### config.mk
export PLATFORM = sky130hd
export DESIGN_NAME = cbwt_queue
export DESIGN_NICKNAME = d
export VERILOG_FILES = /design/src/sv/cbwt_pkg.sv /design/src/sv/cbwt_queue.sv
export SDC_FILE = /design/constraint.sdc
export NUM_CORES = 1
export LEC_CHECK = 0
export BUFFER_PORTS_ARGS = -buffer_cell sky130_fd_sc_hd__buf_4
export CAP_MARGIN = 10
export CORE_MARGIN = 5
export CORE_UTILIZATION = 41
export CTS_CLUSTER_DIAMETER = 40
export DETAILED_ROUTE_END_ITERATION = 12
export MAX_ROUTING_LAYER = met4
export PLACE_DENSITY = 0.67
export RECOVER_POWER = 50
export SLEW_MARGIN = 20
export SYNTH_ARGS = -nofsm -noshare
export SYNTH_HDL_FRONTEND = slang
export SYNTH_SLANG_ARGS = --single-unit
### constraint.sdc
create_clock -name clock -period 24.5 [get_ports clock]
set_clock_uncertainty 0.15 [all_clocks]
set_input_delay 1.225 -clock clock [delete_from_list [all_inputs] [get_ports clock]]
set_output_delay 1.225 -clock clock [all_outputs]
set_load 0.01 [all_outputs]
### src/sv/cbwt_pkg.sv
`timescale 1ns / 1ps
// Shared types and constants for the cubic Bezier wire tessellator.
// No dependencies; every other file imports this package.
package cbwt_pkg;

   // Coordinates are signed Q8.16, colors are plain 16-bit channels.
   typedef logic signed [23:0] coord_type;
   typedef logic [15:0] color_type;

   localparam coord_type COORD_MAX  = 24'sh7FFFFF;
   localparam coord_type COORD_MIN  = 24'sh800000;
   localparam coord_type LEAN_RESET = -24'sd6554;

   // Wire queue between front and back
   localparam int QDEPTH = 2;
   localparam int QAW    = $clog2(QDEPTH);

   // One wire with its control points already formed
   typedef struct packed {
      coord_type p0_x;
      coord_type p0_y;
      coord_type p0_z;
      coord_type c1_z;
      coord_type c2_z;
      coord_type p3_x;
      coord_type p3_y;
      coord_type p3_z;
      color_type red;
      color_type green;
      color_type blue;
      color_type alpha;
   } wire_type;

endpackage

### src/sv/cbwt_queue.sv
`timescale 1ns / 1ps
// Short wire queue that decouples the front end from the segment engine.
// Depends on cbwt_pkg.
module cbwt_queue (
   input  logic               clock,
   input  logic               reset,
   input  logic               push,
   input  cbwt_pkg::wire_type push_data,
   output logic               push_ready,
   input  logic               pop,
   output logic               pop_valid,
   output cbwt_pkg::wire_type pop_data
);
   import cbwt_pkg::*;

   wire_type            slot_ff [QDEPTH];
   logic [QAW-1:0]      wr_ptr_ff;
   logic [QAW-1:0]      rd_ptr_ff;
   logic [QAW:0]        count_ff;
   logic [QAW:0]        count_in;

   assign push_ready = (count_ff != (QAW+1)'(QDEPTH));
   assign pop_valid  = (count_ff != '0);
   assign pop_data   = slot_ff[rd_ptr_ff];

   // Track fill level
   always_comb begin
      count_in = count_ff;
      if (push && !pop) begin
         count_in = count_ff + 1'b1;
      end else if (pop && !push) begin
         count_in = count_ff - 1'b1;
      end
   end

   // Advance pointers
   always_ff @(posedge clock) begin
      if (reset) begin
         wr_ptr_ff <= '0;
         rd_ptr_ff <= '0;
         count_ff  <= '0;
      end else begin
         if (push) begin
            wr_ptr_ff <= wr_ptr_ff + 1'b1;
         end
         if (pop) begin
            rd_ptr_ff <= rd_ptr_ff + 1'b1;
         end
         count_ff <= count_in;
      end
   end

   // Store the pushed wire
   always_ff @(posedge clock) begin
      if (push) begin
         slot_ff[wr_ptr_ff] <= push_data;
      end
   end

   a_count_bound: assert property (@(posedge clock) disable iff (reset)
      count_ff <= (QAW+1)'(QDEPTH))
      else $error("queue fill count beyond depth");

   a_ptr_match: assert property (@(posedge clock) disable iff (reset)
      QAW'(wr_ptr_ff - rd_ptr_ff) == count_ff[QAW-1:0])
      else $error("queue pointers disagree with fill count");

endmodule

==> run metrics <==
row count 78; worst hold path type flop to flop; hold path endpoint count_ff[1]$_SDFFE_PP0P_; relative slew slack -169%; routed wire length 42100 um; cell mode on critical path clkbuf_1; Final Power 2.30 mW; initial core utilization between 40 and 50%; hold buffers post-CTS 0; critical path endpoint category flop; Placed Cells 1918; setup tns final 0 ns; setup bufs post-CTS 0; GRT Residual Overflow 0; gr busiest metal met2; final period utilization 33.4%; syn nets roughly 1100; Cell Int Power 1.80 mW; synthesized cell area 0.0188 sq mm; Crit path max-delay family buffers and inverters; Clk network pwr share 43.6%; vias in the first global route 10600; Die X 224 um; Crit Reg-Reg Endpoint slot_ff[1][19]$_DFFE_PP_; First-pass DRT Iterations 4; Die Footprint 0.0502 sq mm; Critical Path RT 24.52 ns; Syn Area/Cell 22.9 sq um; WP data arrival 8.21 ns; clk_lat worst skew roughly 0.55 ns; Comb power frac 10.7%; Area Growth Syn to Fin 35.0%; routing usage on met1 18.2%; crit-path cells clkbuf_1 -> and2_0 -> clkbuf_1 -> buf_4; startpoint types primary input; Tmin final 8.19 ns; Sw Ratio 21.8%; CTS max path bufs 3; Syn Inst Count 818; All-Layer GR Usage 16.6%; TritonCTS Sinks 517; Seq pwr share 45.6%; initial antenna violation count 6; failing checks max-capacitance violations, max-slew violations; Max Freq 0.122 GHz; met2 usage 27.3%; die height approximately 220 um; hold path startpoint count_ff[1]$_SDFFE_PP0P_; flop-to-flop setup slack roughly 17 ns; Peak VDD IR 0.0000609 V; vias per cell 4.77; Core Footprint approximately 0.045 sq mm; io pins around 520; Crit Path Max Fanout 67; Port-buffer cells 517; final net count 1649; Leak 9.28 nW; WHS Path Cells 2; PwrDens 90.7 mW/mm^2; total CTS buffers a little under 70; switching power total 500 uW; largest net degree at the start of global routing 77; kind of critical path primary input to flop; Avg WL per Cell around 21 um; Buf/Inv on CP 3; Setup WS pre-CTS approximately 20 ns; Final Max Tran Viols 183; post-CTS sizing 0; number of routed nets with antenna violations 0; DRT iter0 DRCs between 400 and 500; outcome complete, but fails checks; sequential share of the synthesized area ~82%; RSZ-0062 raised after global routing no; flops & latches, synth a little over 500; utilization after layout about 56%; global-route wire length before repair 61700 um; met3 Use GR 6.57%; final hold vios 0; share of cells above drive strength 1 58.2%; Setup violations, final 0; FF-to-FF path depth 3; final non-filler cell total 2045; drt drc 0; min setup slack post-route 16.31 ns; Slew @ Worst Pin approximately 4 ns; Maximum Capacitance Violations 3; RePlAce Congestion 0.775; DP HPWL between 20000 and 30000 um; Yosys cell types 18; CTS root buf clkbuf_16; total number of vias 9764; Max stage delay on crit path 2.91 ns; worst r2r src wr_ptr_ff$_SDFFE_PP0P_; synth warn 0; # H-tree levels 3; clock-pin slew on the worst setup and hold paths 0.05 ns; Slowest cell on crit path and2_0; number of stages on the worst setup path 4; CTS tree yes
==> cells in the mapped netlist <==
cell      instances  area, sq um
buf_6            26          293
ha_1              1         12.5
xnor2_1           2         17.5
xor2_1            2         17.5
edfxtp_1        512        15400
mux2_2          256         2880
o21ai_0           1         5.00
or2_2             1         6.26
a21oi_1           1         5.00
nand2b_1          1         6.26
inv_1             1         3.75
buf_4             1         7.51
nor2_1            4         15.0
nor2b_1           1         6.26
buf_2             1         5.00
or3_1             1         6.26
and2_1            1         6.26
dfxtp_1           5          100
==> worst max-delay path by stage <==
stage                     startpoint                  endpoint  slack (ns)
after detailed placement        push  slot_ff[1][89]$_DFFE_PP_       20.10
after floorplan                 push   slot_ff[0][0]$_DFFE_PP_       11.20
after global placement          push  slot_ff[0][21]$_DFFE_PP_       20.07
final                           push  slot_ff[1][19]$_DFFE_PP_       16.31
after CTS                       flop             pop_data[163]       20.38
after global routing            push  slot_ff[1][19]$_DFFE_PP_       15.67
==> cells by family after synthesis <==
| kind of cell | synth area share [%] |
|---|---|
| buffers and inverters | 1.65 |
| AND/OR/NAND/NOR | 0.247 |
| multiplexers | 15.4 |
| AO/OA/AOI/OAI | 0.0533 |
| adder cells (fa/ha/maj) | 0.0666 |
| XOR/XNOR | 0.187 |
| flip-flops | 82.4 |
==> layout make-up <==
class | count | area, sq um
fillers | 3518 | 20000
flip-flops and latches | 517 | 15500
repair buffers | 528 | 3750
multi-input cells | 272 | 2990
clock buffers | 80 | 1820
well taps | 600 | 751
clock inverters | 41 | 532
diodes | 6 | 15.0
inverters | 1 | 3.75
==> layout by cell type (no fill, tap or decap), drive strengths merged <==
cell	instances
edfxtp	512
clkbuf	341
buf	267
mux2	256
clkinv	16
inv	13
bufinv	9
diode	6
dfxtp	5
nor2	4
clkinvlp	4
xor2	2
xnor2	2
and2	1
nand2b	1
or2	1
nor2b	1
o21ai	1
or3	1
a21oi	1
ha	1
==> flip-flops by register name, indices dropped and copies added (netlist names), named ones only <==
name and cells:
slot_ff 512, count_ff 2, rd_ptr_ff 1, wr_ptr_ff 1
==> layer usage <==
metal	vias to the layer above	part of all wire (%)
li1	4445	-
met1	4855	37
met2	389	50
met3	75	10
met4	0	2.6
met5	-	0
==> power by group through the flow <==
| stage | clock network, mW | registers [mW] | logic (mW) |
|---|---|---|---|
| after floorplan | 0 | 1.08 | 0.123 |
| after global placement | 0 | 1.06 | 0.254 |
| after detailed placement | 0 | 1.07 | 0.256 |
| after CTS | 1.03 | 1.05 | 0.258 |
| after global routing | 1.08 | 1.05 | 0.264 |
| final | 1.00 | 1.05 | 0.246 |
==> worst register-to-register path: cells and delay by family, from the launching register on <==
family	cells	cell delay, ns
flip-flops	1	0.36
AND/OR/NAND/NOR	1	2.91
buffers and inverters	2	3.86
==> through the flow <==
step / area (sq um) / hold slack (ns)
6_report: 25300 / 0.359
5_1_grt: 25300 / 0.417
4_1_cts: 25600 / 0.353
3_5_place_dp: 23200 / 0.343
3_3_place_gp: 23200 / 0.326
2_1_floorplan: 18800 / 0.311
Note: power is estimated with default switching activity, not from simulation.
