--- src/sv/cbwt_pkg.sv ---
`timescale 1ns / 1ps
// Shared types and constants for the cubic Bezier wire tessellator.
// No dependencies; every other file imports this package.
package cbwt_pkg;

   // Coordinates are signed Q8.16, colors are plain 16-bit channels.
   typedef logic signed [23:0] coord_type;
   typedef logic [15:0] color_type;

   localparam coord_type COORD_MAX  = 24'sh7FFFFF;
   localparam coord_type COORD_MIN  = 24'sh800000;
   localparam coord_type LEAN_RESET = -24'sd6554;

   // Wire queue between front and back
   localparam int QDEPTH = 2;
   localparam int QAW    = $clog2(QDEPTH);

   // One wire with its control points already formed
   typedef struct packed {
      coord_type p0_x;
      coord_type p0_y;
      coord_type p0_z;
      coord_type c1_z;
      coord_type c2_z;
      coord_type p3_x;
      coord_type p3_y;
      coord_type p3_z;
      color_type red;
      color_type green;
      color_type blue;
      color_type alpha;
   } wire_type;

endpackage

--- src/sv/cbwt_req_if.sv ---
`timescale 1ns / 1ps
// Input channel: one wire per item, valid/ready handshake.
// Depends on cbwt_pkg for the field types.
interface cbwt_req_if;
   import cbwt_pkg::*;

   logic      valid;
   logic      ready;
   coord_type start_x;
   coord_type start_y;
   coord_type start_z;
   coord_type end_x;
   coord_type end_y;
   coord_type end_z;
   color_type color_red;
   color_type color_green;
   color_type color_blue;
   color_type color_alpha;

   modport source (
      output valid, start_x, start_y, start_z, end_x, end_y, end_z,
             color_red, color_green, color_blue, color_alpha,
      input  ready
   );
   modport sink (
      input  valid, start_x, start_y, start_z, end_x, end_y, end_z,
             color_red, color_green, color_blue, color_alpha,
      output ready
   );
endinterface

--- src/sv/cbwt_front.sv ---
`timescale 1ns / 1ps
// Front end: holds the lean offset register, accepts wires and forms the
// inner control points. Depends on cbwt_pkg and cbwt_req_if.
module cbwt_front (
   input  logic               clock,
   input  logic               reset,
   input  logic               csr_write_enable,
   input  cbwt_pkg::coord_type csr_write_data,
   cbwt_req_if.sink           req_chan,
   input  logic               q_ready,
   output logic               q_push,
   output cbwt_pkg::wire_type q_data
);
   import cbwt_pkg::*;

   coord_type lean_offset_ff;

   // Clamp a 25-bit sum into the coordinate range
   function automatic coord_type sat25(input logic signed [24:0] x);
      coord_type r;
      if (x > 25'(COORD_MAX)) begin
         r = COORD_MAX;
      end else if (x < 25'(COORD_MIN)) begin
         r = COORD_MIN;
      end else begin
         r = x[23:0];
      end
      return r;
   endfunction

   // Lean offset register
   always_ff @(posedge clock) begin
      if (reset) begin
         lean_offset_ff <= LEAN_RESET;
      end else if (csr_write_enable) begin
         lean_offset_ff <= csr_write_data;
      end
   end

   // Accept a wire whenever the queue has room
   assign req_chan.ready = q_ready;
   assign q_push         = req_chan.valid && q_ready;

   // Form the control points: endpoints pushed along z by the lean offset
   always_comb begin
      q_data.p0_x  = req_chan.start_x;
      q_data.p0_y  = req_chan.start_y;
      q_data.p0_z  = req_chan.start_z;
      q_data.c1_z  = sat25(25'(req_chan.start_z) + 25'(lean_offset_ff));
      q_data.c2_z  = sat25(25'(req_chan.end_z) + 25'(lean_offset_ff));
      q_data.p3_x  = req_chan.end_x;
      q_data.p3_y  = req_chan.end_y;
      q_data.p3_z  = req_chan.end_z;
      q_data.red   = req_chan.color_red;
      q_data.green = req_chan.color_green;
      q_data.blue  = req_chan.color_blue;
      q_data.alpha = req_chan.color_alpha;
   end

endmodule

--- src/flat_wrapper.sv ---
// flat-port wrapper written by rule: the top's interface ports become plain ports
module cbwt_front_flat import cbwt_pkg::*;
  (clock, reset, csr_write_enable, csr_write_data, q_ready, q_push, q_data, req_chan_valid, req_chan_start_x, req_chan_start_y, req_chan_start_z, req_chan_end_x, req_chan_end_y, req_chan_end_z, req_chan_color_red, req_chan_color_green, req_chan_color_blue, req_chan_color_alpha, req_chan_ready);
  cbwt_req_if req_chan_i ();
  input  logic clock;
  input  logic reset;
  input  logic csr_write_enable;
  input  cbwt_pkg::coord_type csr_write_data;
  input  logic q_ready;
  output logic q_push;
  output cbwt_pkg::wire_type q_data;
  input wire logic [$bits(req_chan_i.valid)-1:0] req_chan_valid;
  input wire logic [$bits(req_chan_i.start_x)-1:0] req_chan_start_x;
  input wire logic [$bits(req_chan_i.start_y)-1:0] req_chan_start_y;
  input wire logic [$bits(req_chan_i.start_z)-1:0] req_chan_start_z;
  input wire logic [$bits(req_chan_i.end_x)-1:0] req_chan_end_x;
  input wire logic [$bits(req_chan_i.end_y)-1:0] req_chan_end_y;
  input wire logic [$bits(req_chan_i.end_z)-1:0] req_chan_end_z;
  input wire logic [$bits(req_chan_i.color_red)-1:0] req_chan_color_red;
  input wire logic [$bits(req_chan_i.color_green)-1:0] req_chan_color_green;
  input wire logic [$bits(req_chan_i.color_blue)-1:0] req_chan_color_blue;
  input wire logic [$bits(req_chan_i.color_alpha)-1:0] req_chan_color_alpha;
  output wire logic [$bits(req_chan_i.ready)-1:0] req_chan_ready;
  assign req_chan_i.valid = req_chan_valid;
  assign req_chan_i.start_x = req_chan_start_x;
  assign req_chan_i.start_y = req_chan_start_y;
  assign req_chan_i.start_z = req_chan_start_z;
  assign req_chan_i.end_x = req_chan_end_x;
  assign req_chan_i.end_y = req_chan_end_y;
  assign req_chan_i.end_z = req_chan_end_z;
  assign req_chan_i.color_red = req_chan_color_red;
  assign req_chan_i.color_green = req_chan_color_green;
  assign req_chan_i.color_blue = req_chan_color_blue;
  assign req_chan_i.color_alpha = req_chan_color_alpha;
  assign req_chan_ready = req_chan_i.ready;
  cbwt_front u_core (.clock(clock), .reset(reset), .csr_write_enable(csr_write_enable), .csr_write_data(csr_write_data), .req_chan(req_chan_i), .q_ready(q_ready), .q_push(q_push), .q_data(q_data));
endmodule
--- config.mk ---
export PLATFORM = sky130hd
export DESIGN_NAME = cbwt_front_flat
export DESIGN_NICKNAME = d
export VERILOG_FILES = /design/src/sv/cbwt_pkg.sv /design/src/sv/cbwt_req_if.sv /design/src/sv/cbwt_front.sv /design/src/flat_wrapper.sv
export SDC_FILE = /design/constraint.sdc
export NUM_CORES = 1
export LEC_CHECK = 0
export BUFFER_PORTS_ARGS = -buffer_cell sky130_fd_sc_hd__buf_2
export CAP_MARGIN = 10
export CORE_AREA = 3 3 193 195
export DETAILED_ROUTE_END_ITERATION = 6
export DIE_AREA = 0 0 196 198
export PLACE_DENSITY = 0.35
export SYNTH_ARGS = -nofsm -noshare
export SYNTH_HDL_FRONTEND = slang
export SYNTH_SLANG_ARGS = --single-unit
--- constraint.sdc ---
create_clock -name clock -period 5.9 [get_ports clock]
set_clock_uncertainty 0.2 [all_clocks]
set_input_delay 0.59 -clock clock [delete_from_list [all_inputs] [get_ports clock]]
set_output_delay 0.59 -clock clock [all_outputs]
set_load 0.05 [all_outputs]
==> impl_metrics.ini <==
[place]
dp_hpwl_um = 17480
dpl.cell_count = 1106
dpl-instance-area_um2 = 5057
port-buffer-count = 174
place_congestion = 0.7762

[power_and_ir_drop]
intPower_mw = 0.5628
peakVddDrop_uv = 108.5
total_power_mw = 1.446
seqPwrFrac_pct = 12.9
power.density_nw_per_um2 = 281.0
p_leak_nw = 2.299
pwr-share-clk_pct = 11.5
netSwitchingFraction_pct = 61.09
power.combinational.fraction_pct = 75.6
switchingPower_mw = 0.8835

[die]
die_y_um = 198
rows = 69
die_w_um = 196
initial_utilization_pct = 14.74
die-area_um2 = 38810
io_pins = 495
core_um2 = 35570

[layout]
regMostFlops = u_core.lean_offset_ff
area_delta_synth_final_pct = -1.861
finalInstanceArea_um2 = 5146
seq_area_um2 = 480.5
drive_above_1_share_pct = 32.05
largest_reg_flops = 24
nFillCells = 4150
final_nets = 937
n_antenna_cell = 0
reg_top3 = u_core.lean_offset_ff: 24 flops
final_cells = 1110
multiInputGateArea_um2 = 3058

[setup_path]
r2r_end = u_core.lean_offset_ff[1]
cp-start-kind = flop
path_delay_family = compound AO/OA/AOI/OAI gates
critPathSlowestCell = dfxtp_1
critPathArrivalTime_ps = 4010
end_kind = primary output
slowest_delay_ps = 430
r2r_start = u_core.lean_offset_ff[1]
crit_buf_inv = 3
r2r_cells = 2
critPathRequiredTime_ps = 5110
r2r_slack_ps = 4850
worst-path-max-fanout = 21
path_class = flop to primary output
cp_cell_sequence = ha_1 -> inv_1 -> fa_1 -> nand2b_1 -> a21oi_1 -> o21ai_0 -> a31o_2 -> o21ba_2 -> a21oi_2 -> nor2_1 -> buf_4 -> o31ai_1 -> buf_2

[yosys]
async_flop_share_pct = 0
synth_warnings = 0
synth_fp_nets = 983
netlist_instances = 696
seq_area_frac_synth_pct = 9.162
syn_area_um2 = 5244
ys_top_cells_by_count = 210 x buf_4, 63 x a21oi_1, 48 x ha_1, 48 x nand2_1, 39 x o21ai_0
ys_ff_latch = 24
avgSynthCellArea_um2 = 7.534
synth.top_cell.area_share_pct = 30.06
yosys.area.top_type = buf_4
yosys_most_used_dff = dfxtp_1
synthMostInstantiatedCell = buf_4
yosysUniqueCellTypes = 58
ys_top_cells_by_area = buf_4 30%, ha_1 11%, dfxtp_1 9.2%, a21oi_1 6.0%, mux2i_1 4.8%
synth-edff-count = 0

[global_route]
grt_pass1_wl_um = 27980
grt_pass1_vias = 4333
grt_max_degree = 26
antenna_found_initial = 1
grt_overflow = 0
grt_use_total_pct = 9.579

[drt]
drc = 0
via_count = 4315
via_per_inst = 3.887
wl_per_cell_um = 17.85
wirelength_um = 19810
drtPass1Iterations = 5
final_antenna_net_count = 0
first_iter_violations = 138

[sta]
slew_headroom_pct = 40.81
finalHoldViolCount = 0
setup_violations = 0
rsz0062_at_grt = no
worstMarginPinSlew_ps = 869.3
fin_setup_tns_ps = 0
fmax_mhz = 208.4
final.min_clock_period_ps = 4798
finalMaxSlewViolations = 0
period_share_pct = 81.32

[clock_network]
path_clk_slew_ps = 70
cts_root_buf = clkbuf_16
cts_resized = 0
cts_setup_buffers = 0
insertion_delay_ps = 260
clkSinkCount = 24
clockBufferDepth = 2
cts_buffers = 3
cts_hold_buffers = 0
cts.htree.levels = 1
cts_tree = built

[flow_run]
drv_cap = 0

[status]
status = completed

[worst_hold_path]
hold_path_class = primary input to flop
min_from = csr_write_data[18]
min_to = u_core.lean_offset_ff[18]
whs_path_depth = 3
## metrics by stage
step | hold slack, ps | worst slack [ps] | util (%)
after global routing | 342.8 | 802.8 | 14.47
after global placement | 331.6 | 1147 | 14.22
after CTS | 338.0 | 1022 | 14.47
after detailed placement | 337.6 | 1093 | 14.22
after floorplan | 273.0 | 1414 | -
final | 341.5 | 1102 | 14.47
## area by class of cell
type	count	share of cell area [%]
clock buffer	4	1.726
inverter	13	0.9482
multi-input combinational	431	59.42
sequential	24	9.336
tap	461	11.21
timing repair buffer	177	17.36
## worst reg2reg max path, delay by kind of cell, from the launching register on
kind            cells  cell delay (ps)
flops               1              410
buf+inv             1              180
compound gates      1              180
## placed cells by master, fill, tap and decap left out, types with 2 or more instances in the layout
cell type	Yosys	final
fa_1	2	2
mux2i_1	25	23
o31ai_1	3	3
o21bai_1	2	2
nand2b_1	12	12
o22ai_1	2	2
clkbuf_16	0	3
buf_2	4	174
ha_1	48	48
and2_1	2	2
nand4_1	4	4
a21oi_1	63	63
a211oi_1	6	6
a21o_1	12	12
o21ai_0	39	39
buf_4	210	3
a211o_1	3	3
nor4_1	2	2
o21a_1	9	9
dfxtp_1	24	24
maj3_1	2	2
xor2_1	22	22
xnor2_1	15	15
nor3_1	13	13
o21ai_2	4	4
nor2b_1	3	3
o211ai_1	3	3
a21oi_2	13	13
nand3_1	11	11
nor2_1	34	34
and3_1	3	3
nand2_1	48	48
a31oi_1	5	5
inv_1	12	12
## worst max-delay path by stage
stage	from	end	slack, ps	cells past startpoint
after global routing	u_core.lean_offset_ff[0]	q_data[165]	800	13
after detailed placement	req_chan_start_z[0]	q_data[165]	1090	14
after floorplan	req_chan_start_z[0]	q_data[163]	1410	12
after CTS	u_core.lean_offset_ff[0]	q_data[165]	1020	13
final	u_core.lean_offset_ff[0]	q_data[165]	1100	13
after global placement	req_chan_start_z[0]	q_data[165]	1150	14
## logic make-up (layout without fill, tap and decap cells)
| logic type | count (synthesis) | in the layout | share of synthesized area [%] |
|---|---|---|---|
| AO/OA/AOI/OAI | 178 | 178 | 22.00 |
| XOR/XNOR | 38 | 38 | 6.490 |
| adder cells (fa/ha/maj) | 52 | 52 | 12.60 |
| buffers and inverters | 241 | 194 | 32.83 |
| flip-flops | 24 | 24 | 9.162 |
| multiplexers | 25 | 25 | 4.772 |
| AND/OR/NAND/NOR | 138 | 138 | 12.15 |
## power groups by stage
stage,clock network (mW),logic (mW),registers (mW)
3_3_place_gp,0,1.12,0.191
4_1_cts,0.172,1.12,0.188
6_report,0.167,1.09,0.186
2_1_floorplan,0,1.15,0.182
3_5_place_dp,0,1.11,0.191
5_1_grt,0.178,1.18,0.188
## per-layer routing
layer	track usage, %	part of all wire, %
met5	0	0.066
met1	11.95	43
met2	15.88	47
met4	3.565	3.0
met3	2.535	7.2
Power figures use the tool's default switching activity.
